--- src/hdl/oai_pkg.sv ---
// shared types and constants for the ordered array block
`default_nettype none

package oai_pkg;

  localparam int DEPTH_DEF     = 16;
  localparam int WORD_BITS_DEF = 32;

  localparam int MODE_W   = 3;
  localparam int POS_W    = 5;
  localparam int IN_W     = 32;
  localparam int STATUS_W = 2;
  localparam int LEN_W    = 5;
  localparam int OUT_W    = 32;

  typedef enum logic [MODE_W-1:0] {
    MODE_APPEND       = 3'd0,
    MODE_INSERT       = 3'd1,
    MODE_REMOVE_IDX   = 3'd2,
    MODE_REMOVE_FIRST = 3'd3,
    MODE_REMOVE_ALL   = 3'd4,
    MODE_READ         = 3'd5
  } mode_t;

  typedef enum logic [STATUS_W-1:0] {
    STAT_OK      = 2'd0,
    STAT_RANGE   = 2'd1,
    STAT_FULL    = 2'd2,
    STAT_MISSING = 2'd3
  } status_t;

  // what every cell of the row does each cycle
  typedef enum logic [1:0] {
    CELL_HOLD,
    CELL_INSERT,
    CELL_REMOVE
  } cell_op_t;

endpackage

`default_nettype wire

--- src/hdl/oai_cell.sv ---
// one storage cell of the element row
`default_nettype none

module oai_cell #(
  parameter int WORD_BITS = oai_pkg::WORD_BITS_DEF,
  parameter int IDX_W     = 4,
  parameter int INDEX     = 0
) (
  input  wire logic                 clk,
  input  wire oai_pkg::cell_op_t    op,
  input  wire logic [IDX_W-1:0]     idx,
  input  wire logic [WORD_BITS-1:0] key,
  input  wire logic [WORD_BITS-1:0] left_data,
  input  wire logic [WORD_BITS-1:0] right_data,
  output logic      [WORD_BITS-1:0] data,
  output logic                      match
);
  import oai_pkg::*;

  localparam logic [IDX_W-1:0] MY_IDX = IDX_W'(INDEX);

  logic [WORD_BITS-1:0] data_r;
  logic [WORD_BITS-1:0] data_nxt;

  always_comb begin
    data_nxt = data_r;
    unique case (op)
      CELL_HOLD: begin
      end
      CELL_INSERT: begin
        // cells above the slot take their lower neighbor
        if (idx == MY_IDX) begin
          data_nxt = key;
        end else if (idx < MY_IDX) begin
          data_nxt = left_data;
        end
      end
      CELL_REMOVE: begin
        if (idx <= MY_IDX) begin
          data_nxt = right_data;
        end
      end
      default: begin
      end
    endcase
  end

  always_ff @(posedge clk) begin
    data_r <= data_nxt;
  end

  assign data  = data_r;
  assign match = (data_r == key);

endmodule

`default_nettype wire

--- src/hdl/oai_row.sv ---
// row of cells with neighbor links, token match and element read
`default_nettype none

module oai_row #(
  parameter int DEPTH     = oai_pkg::DEPTH_DEF,
  parameter int WORD_BITS = oai_pkg::WORD_BITS_DEF,
  parameter int IDX_W     = $clog2(DEPTH)
) (
  input  wire logic                 clk,
  input  wire oai_pkg::cell_op_t    op,
  input  wire logic [IDX_W-1:0]     idx,
  input  wire logic [WORD_BITS-1:0] key,
  output logic      [WORD_BITS-1:0] rd_data,
  output logic                      tok_match
);
  import oai_pkg::*;

  logic [WORD_BITS-1:0] cell_data [DEPTH];
  logic [DEPTH-1:0]     match_vec;

  for (genvar g = 0; g < DEPTH; g++) begin : g_cell
    logic [WORD_BITS-1:0] left_d;
    logic [WORD_BITS-1:0] right_d;

    // the bottom cell never shifts up and the top cell has nothing above
    if (g == 0) begin : g_bot
      assign left_d = key;
    end else begin : g_mid_l
      assign left_d = cell_data[g-1];
    end
    if (g == DEPTH - 1) begin : g_top
      assign right_d = cell_data[g];
    end else begin : g_mid_r
      assign right_d = cell_data[g+1];
    end

    oai_cell #(
      .WORD_BITS (WORD_BITS),
      .IDX_W     (IDX_W),
      .INDEX     (g)
    ) u_cell (
      .clk        (clk),
      .op         (op),
      .idx        (idx),
      .key        (key),
      .left_data  (left_d),
      .right_data (right_d),
      .data       (cell_data[g]),
      .match      (match_vec[g])
    );
  end

  assign rd_data   = cell_data[idx];
  assign tok_match = match_vec[idx];

endmodule

`default_nettype wire

--- src/hdl/ordered_array_insert_remove.sv ---
// ordered array of words with insert, remove, search-remove and read requests
//
// in_* carries one request: mode, position and word; out_* returns one
// result per request: status, element count afterwards and the read word.
// Elements sit in a row of cells; each cell can load its lower or upper
// neighbor, so an insert or remove-at-index moves the whole tail at
// once. Append, insert, remove at index and read finish in the accept
// cycle, with the result registered for the next cycle. Remove-first and
// remove-all walk a token from element 0 up to the count, one element per
// cycle while no hit is found. Remove-first stops at the first hit. A hit
// under remove-all removes the element and keeps the token in place. One
// request is in flight at a time. in_tready drops while a search runs and
// while a result waits in the output register with out_tready low; a
// stalled receiver therefore holds the block without losing anything.
// Reset empties the array (count zero) and drops out_tvalid.
`default_nettype none

module ordered_array_insert_remove #(
  parameter int DEPTH     = oai_pkg::DEPTH_DEF,
  parameter int WORD_BITS = oai_pkg::WORD_BITS_DEF
) (
  input  wire logic        clk,
  input  wire logic        rst_n,
  input  wire logic        in_tvalid,
  output logic             in_tready,
  input  wire logic [39:0] in_tdata,   // mode[2:0], position[7:3], word[39:8]
  output logic             out_tvalid,
  input  wire logic        out_tready,
  output logic      [39:0] out_tdata   // status[1:0], length[6:2], read_word[38:7], zero
);
  import oai_pkg::*;

  localparam int IDX_W = $clog2(DEPTH);
  localparam int CNT_W = $clog2(DEPTH + 1);
  localparam int CMP_W = (CNT_W > POS_W) ? CNT_W : POS_W;
  localparam logic [CNT_W-1:0] FULL_CNT = CNT_W'(DEPTH);

  typedef enum logic [0:0] {
    S_IDLE,
    S_SCAN
  } state_t;

  state_t              state_r, state_nxt;
  logic [CNT_W-1:0]    count_r, count_nxt;
  logic [CNT_W-1:0]    scan_idx_r, scan_idx_nxt;
  logic                found_r, found_nxt;
  logic                all_r, all_nxt;
  logic [WORD_BITS-1:0] key_r, key_nxt;
  logic                out_tvalid_r, out_tvalid_nxt;
  status_t             out_status_r, out_status_nxt;
  logic [LEN_W-1:0]    out_len_r, out_len_nxt;
  logic [OUT_W-1:0]    out_word_r, out_word_nxt;

  mode_t                in_mode;
  logic [POS_W-1:0]     in_pos;
  logic [IN_W-1:0]      in_word;
  logic [WORD_BITS-1:0] in_key;
  logic [IDX_W-1:0]     pos_idx;
  logic [CMP_W-1:0]     pos_ext;
  logic [CMP_W-1:0]     cnt_ext;
  logic                 in_acc;

  cell_op_t             cell_op;
  logic [IDX_W-1:0]     cell_idx;
  logic [WORD_BITS-1:0] cell_key;
  logic [WORD_BITS-1:0] rd_data;
  logic                 tok_match;

  assign in_mode = mode_t'(in_tdata[2:0]);
  assign in_pos  = in_tdata[7:3];
  assign in_word = in_tdata[39:8];
  // narrower words keep the low bits, wider ones are sign extended
  assign in_key  = WORD_BITS'($signed(in_word));
  assign pos_idx = IDX_W'(in_pos);
  assign pos_ext = CMP_W'(in_pos);
  assign cnt_ext = CMP_W'(count_r);

  assign in_tready = (state_r == S_IDLE) && (!out_tvalid_r || out_tready);
  assign in_acc    = in_tvalid && in_tready;

  oai_row #(
    .DEPTH     (DEPTH),
    .WORD_BITS (WORD_BITS),
    .IDX_W     (IDX_W)
  ) u_row (
    .clk       (clk),
    .op        (cell_op),
    .idx       (cell_idx),
    .key       (cell_key),
    .rd_data   (rd_data),
    .tok_match (tok_match)
  );

  always_comb begin
    state_nxt      = state_r;
    count_nxt      = count_r;
    scan_idx_nxt   = scan_idx_r;
    found_nxt      = found_r;
    all_nxt        = all_r;
    key_nxt        = key_r;
    out_tvalid_nxt = out_tvalid_r && !out_tready;
    out_status_nxt = out_status_r;
    out_len_nxt    = out_len_r;
    out_word_nxt   = out_word_r;
    cell_op        = CELL_HOLD;
    cell_idx       = pos_idx;
    cell_key       = in_key;

    unique case (state_r)
      S_IDLE: begin
        if (in_mode == MODE_APPEND) begin
          cell_idx = count_r[IDX_W-1:0];
        end
        if (in_acc) begin
          out_tvalid_nxt = 1'b1;
          out_status_nxt = STAT_OK;
          out_word_nxt   = '0;
          case (in_mode)
            MODE_APPEND: begin
              if (count_r == FULL_CNT) begin
                out_status_nxt = STAT_FULL;
              end else begin
                cell_op   = CELL_INSERT;
                count_nxt = count_r + 1'b1;
              end
            end
            MODE_INSERT: begin
              if (pos_ext > cnt_ext) begin
                out_status_nxt = STAT_RANGE;
              end else if (count_r == FULL_CNT) begin
                out_status_nxt = STAT_FULL;
              end else begin
                cell_op   = CELL_INSERT;
                count_nxt = count_r + 1'b1;
              end
            end
            MODE_REMOVE_IDX: begin
              if (pos_ext >= cnt_ext) begin
                out_status_nxt = STAT_RANGE;
              end else begin
                cell_op   = CELL_REMOVE;
                count_nxt = count_r - 1'b1;
              end
            end
            MODE_REMOVE_FIRST, MODE_REMOVE_ALL: begin
              out_tvalid_nxt = 1'b0;
              state_nxt      = S_SCAN;
              scan_idx_nxt   = '0;
              found_nxt      = 1'b0;
              all_nxt        = (in_mode == MODE_REMOVE_ALL);
              key_nxt        = in_key;
            end
            MODE_READ: begin
              if (pos_ext >= cnt_ext) begin
                out_status_nxt = STAT_RANGE;
              end else begin
                out_word_nxt = OUT_W'(rd_data);
              end
            end
            default: begin
            end
          endcase
          out_len_nxt = LEN_W'(count_nxt);
        end
      end
      S_SCAN: begin
        cell_key = key_r;
        cell_idx = scan_idx_r[IDX_W-1:0];
        priority if (scan_idx_r == count_r) begin
          state_nxt      = S_IDLE;
          out_tvalid_nxt = 1'b1;
          out_status_nxt = found_r ? STAT_OK : STAT_MISSING;
          out_len_nxt    = LEN_W'(count_r);
          out_word_nxt   = '0;
        end else if (tok_match) begin
          // the next element drops into the token slot, so the token stays
          cell_op   = CELL_REMOVE;
          count_nxt = count_r - 1'b1;
          found_nxt = 1'b1;
          if (!all_r) begin
            state_nxt      = S_IDLE;
            out_tvalid_nxt = 1'b1;
            out_status_nxt = STAT_OK;
            out_len_nxt    = LEN_W'(count_nxt);
            out_word_nxt   = '0;
          end
        end else begin
          scan_idx_nxt = scan_idx_r + 1'b1;
        end
      end
      default: begin
      end
    endcase
  end

  always_ff @(posedge clk) begin
    if (!rst_n) begin
      state_r      <= S_IDLE;
      count_r      <= '0;
      out_tvalid_r <= 1'b0;
    end else begin
      state_r      <= state_nxt;
      count_r      <= count_nxt;
      out_tvalid_r <= out_tvalid_nxt;
    end
    scan_idx_r   <= scan_idx_nxt;
    found_r      <= found_nxt;
    all_r        <= all_nxt;
    key_r        <= key_nxt;
    out_status_r <= out_status_nxt;
    out_len_r    <= out_len_nxt;
    out_word_r   <= out_word_nxt;
  end

  assign out_tvalid = out_tvalid_r;
  assign out_tdata  = {1'b0, out_word_r, out_len_r, out_status_r};

  a_count_bound: assert property (@(posedge clk) disable iff (!rst_n)
    count_r <= FULL_CNT)
    else $error("element count above depth");

  a_scan_in_range: assert property (@(posedge clk) disable iff (!rst_n)
    (state_r == S_SCAN) |-> (scan_idx_r <= count_r))
    else $error("search token past element count");

  a_scan_no_growth: assert property (@(posedge clk) disable iff (!rst_n)
    (state_r == S_SCAN) |=> (count_r <= $past(count_r)))
    else $error("element count grew during search");

  a_full_append: assert property (@(posedge clk) disable iff (!rst_n)
    (in_acc && (in_mode == MODE_APPEND) && (count_r == FULL_CNT))
      |=> (out_tvalid_r && (out_status_r == STAT_FULL) && (count_r == FULL_CNT)))
    else $error("append to full array not rejected");

endmodule

`default_nettype wire

--- config.mk ---
export PLATFORM = sky130hd
export DESIGN_NAME = ordered_array_insert_remove
export DESIGN_NICKNAME = d
export VERILOG_FILES = /design/src/hdl/oai_pkg.sv /design/src/hdl/oai_cell.sv /design/src/hdl/oai_row.sv /design/src/hdl/ordered_array_insert_remove.sv
export SDC_FILE = /design/constraint.sdc
export NUM_CORES = 2
export LEC_CHECK = 0
export BUFFER_PORTS_ARGS = -buffer_cell sky130_fd_sc_hd__clkbuf_2
export CORE_MARGIN = 2
export CORE_UTILIZATION = 36
export CTS_BUF_LIST = sky130_fd_sc_hd__clkbuf_4 sky130_fd_sc_hd__clkbuf_8
export DETAILED_ROUTE_END_ITERATION = 7
export PLACE_DENSITY = 0.62
export SYNTH_ARGS = -nofsm -noshare
export SYNTH_HDL_FRONTEND = slang
export SYNTH_HIERARCHICAL = 1
export SYNTH_SLANG_ARGS = --single-unit
--- constraint.sdc ---
create_clock -name clk -period 35.3 [get_ports clk]
set_input_delay 1.765 -clock clk [delete_from_list [all_inputs] [get_ports clk]]
set_output_delay 1.765 -clock clk [all_outputs]
set_load 0.02 [all_outputs]
==> summary.txt <==
Run status
  – Status: finished, final reports clean

Synthesis
  – Top FF cell, synth: edfxtp_1
  – Post-synthesis cell count: 3527
  – Number of synthesized flops with an enable pin: 590
  – Syn. warnings: 6
  – Post-synth net total: 3580
  – Top cell type's share of synthesized area: 43.4%
  – Syn Area/Cell: 11.6 um^2
  – Sequential-to-total area share from yosys stat: 43.7%
  – Post-synth top cells: edfxtp_1 (590), nand2_1 (535), xor2_1 (519), mux2i_1 (484), o21ai_1 (288)
  – Mapped Area: 40900 um^2
  – Flop and latch count out of synthesis: 597
  – Top cells by area, synth: edfxtp_1 (43%), mux2i_1 (12%), xor2_1 (11%)
  – Top-count cell post-synth: edfxtp_1
  – Async S/R FF share, synth: 0%
  – Area leader, netlist: edfxtp_1
  – Post-synth cell types: 71

STA
  – Worst hold slack: 0.625 ns
  – Clock skew: 0.0311 ns
  – Crit share post-route: 19.4%
  – Slew margin rel.: 20.2%
  – RSZ-0062 raised after global routing: false
  – Final Critical Period: 6.84 ns
  – Setup-failing EPs final: 0
  – Least-Margin Pin Slew: 1.20 ns
  – Endpoints failing hold: 0
  – Max-slew violation count: 0
  – Max Freq: 0.146 GHz
  – Setup TNS: 0 ns

Worst setup path
  – Req. time, crit path: 35.63 ns
  – Register-to-Register Setup Slack: 28.89 ns
  – Crit path capture type: register
  – Critical Path AT: 7.17 ns
  – Worst Setup Path Type: input port to register
  – Largest fanout on the critical path: 34
  – Element type at the critical path start: input port

Cells and area
  – Layout net count: 3631
  – Finished Cell Area: 44400 um^2
  – FILL cells: 10850
  – Layout cell share with drive strength beyond 1: 17.3%
  – Layout area overhead: 8.80%
  – Area of the multi-input gates: 21600 um^2
  – Reg area: 17900 um^2

Floorplanning
  – X dimension of the die: 341 um
  – Core area: 112000 um^2
  – Initial Util: 36.3%
  – IO Pins: 86
  – Die ar.: 116000 um^2
  – Die height: 341 um
  – Cell Rows: 123

Min path
  – Worst hold path class: register to register

Global route
  – Vias in the first global route: 27396
  – Congestion Overflow GR: 0
  – Initial antenna violation count: 2
  – Largest net degree at the start of global routing: 66
  – First-pass GRT wire length: 174 mm
  – Overall routing resource usage: 19.1%

Drt
  – # DRC: 0
  – Routed wire per std cell: 22.0 um
  – Iter 0 DRT Violations: 3082
  – Total number of vias: 28555
  – Post-route ant nets: 0
  – WL final: 114 mm
  – Via density: 5.53
  – First drt pass iteration count: 6

Clock tree
  – Root buffer cell: clkbuf_8
  – Clk sinks: 597
  – TritonCTS clock tree: done
  – H-tree levels: 3
  – Hold-fix buffer count after cts: 0
  – Post-CTS setup buffers: 0
  – CTS buffer count: 106
  – Clock-pin slew on the worst setup and hold paths: 0.07 ns
  – Clk buf depth: 3
  – Worst-Skew Late Latency: 0.74 ns
  – Post-cts resize count: 0

Place
  – Placed Area: 42400 um^2
  – PortBufs: 84
  – Hpwl dp: 81.4 mm
  – Gpl congestion: 0.855

Job
  – Max-cap viol count: 0

Power and ir drop
  – Power per cell area: 40.1 nW/um^2
  – Total power draw: 1.78 mW
  – Max VDD drop: 0.0000234 V
  – Pleak: 15.1 nW
through the flow:
step | utilization, % | std cells | worst slack, ns
floorplan | - | 3527 | 21.88
global placement | 37.7 | 4970 | 27.91
detailed placement | 37.7 | 4970 | 27.87
CTS | 39.5 | 5163 | 28.64
global route | 39.5 | 5164 | 28.17
finish | 39.5 | 5165 | 28.46
cell usage in the layout (no fill, tap or decap), types with 15 or more instances in the layout:
cell type	Yosys	final
xnor2_1	18	18
clkbuf_8	0	107
clkbuf_4	0	38
edfxtp_1	590	590
and2_1	36	36
o21ai_2	64	64
nor2b_4	1	15
nand2_1	535	534
mux4_2	113	113
buf_4	2	81
nor4_1	130	129
mux2_2	34	34
clkinv_1	0	33
o21ai_1	288	288
nand4_1	32	32
o21ai_0	142	138
a21oi_1	20	16
mux2_4	30	30
mux4_1	19	19
xor2_1	519	519
nor2_1	39	35
mux2i_1	484	484
a22oi_1	67	67
clkbuf_2	2	84
final cells by class:
type                    instances  share of cell area, %
multi-input cells            2695                   48.6
flip-flops and latches        597                   40.2
well taps                    1500                   4.22
clock buffers                 145                   3.96
repair buffers                165                   2.31
clock inverters                48                  0.577
inverters                      13                  0.110
diodes                          2                 0.0113
critical path: stages:
cell and delay [ns]:
clkbuf_2 0.16, nor3_4 0.36, a21oi_1 0.18, a21oi_4 0.19, buf_4 0.58, buf_4 0.62
mux4_2 0.61, a22oi_1 0.49, nand2_1 0.40, nand2_1 0.27, o21ai_4 0.07, buf_4 0.27
xnor2_1 0.21, a21oi_4 0.89
cell families (layout without fill, tap and decap cells):
logic type                 after synthesis  count (layout)  synth area share [%]
other                                    1               3               0.00918
adders and majority gates                9               9                 0.276
xor gates and xnor gates               537             537                  11.5
DFF                                    597             597                  43.7
AOI/OAI and AO/OA                      622             622                  8.96
muxes                                  680             680                  21.3
buffers and inverters                  235             371                  4.19
and+or+nand+nor                        846             846                  10.0
metal layers:
| metal | global-route usage (%) | part of all wire, % | routed length [um] |
|---|---|---|---|
| met5 | 0 | 0 | 0 |
| met1 | 29.2 | 47 | 54000 |
| met2 | 27.8 | 43 | 48600 |
| met4 | 5.36 | 2.6 | 2950 |
| met3 | 3.00 | 7.2 | 8200 |
worst paths after layout:
path,start,endpoint,depth (start not counted)
worst min-delay path,u_row/g_cell[14].u_cell/data[12],u_row/g_cell[13].u_cell/data[12],2
worst max register to register,state_r,u_row/g_cell[9].u_cell/data[7],17
worst max-delay path,in_tdata[1],u_row/g_cell[10].u_cell/data[24],14
worst min register to register,u_row/g_cell[14].u_cell/data[12],u_row/g_cell[13].u_cell/data[12],2
flip-flops by register name, indices dropped and copies added (netlist names):
name / count
u_row/g_cell.u_cell/data: 512
key_r: 32
out_word_r: 32
cnt_ext: 5
out_len_r: 5
scan_idx_r: 5
out_status_r: 2
all_r: 1
found_r: 1
out_tvalid: 1
state_r: 1
report_power, final:
| group | switching [mW] | total (mW) | internal (mW) |
|---|---|---|---|
| Clock | 0.303 | 0.638 | 0.335 |
| Sequential | 0.0197 | 0.824 | 0.804 |
| Combinational | 0.199 | 0.322 | 0.123 |
Power figures use the tool's default switching activity.
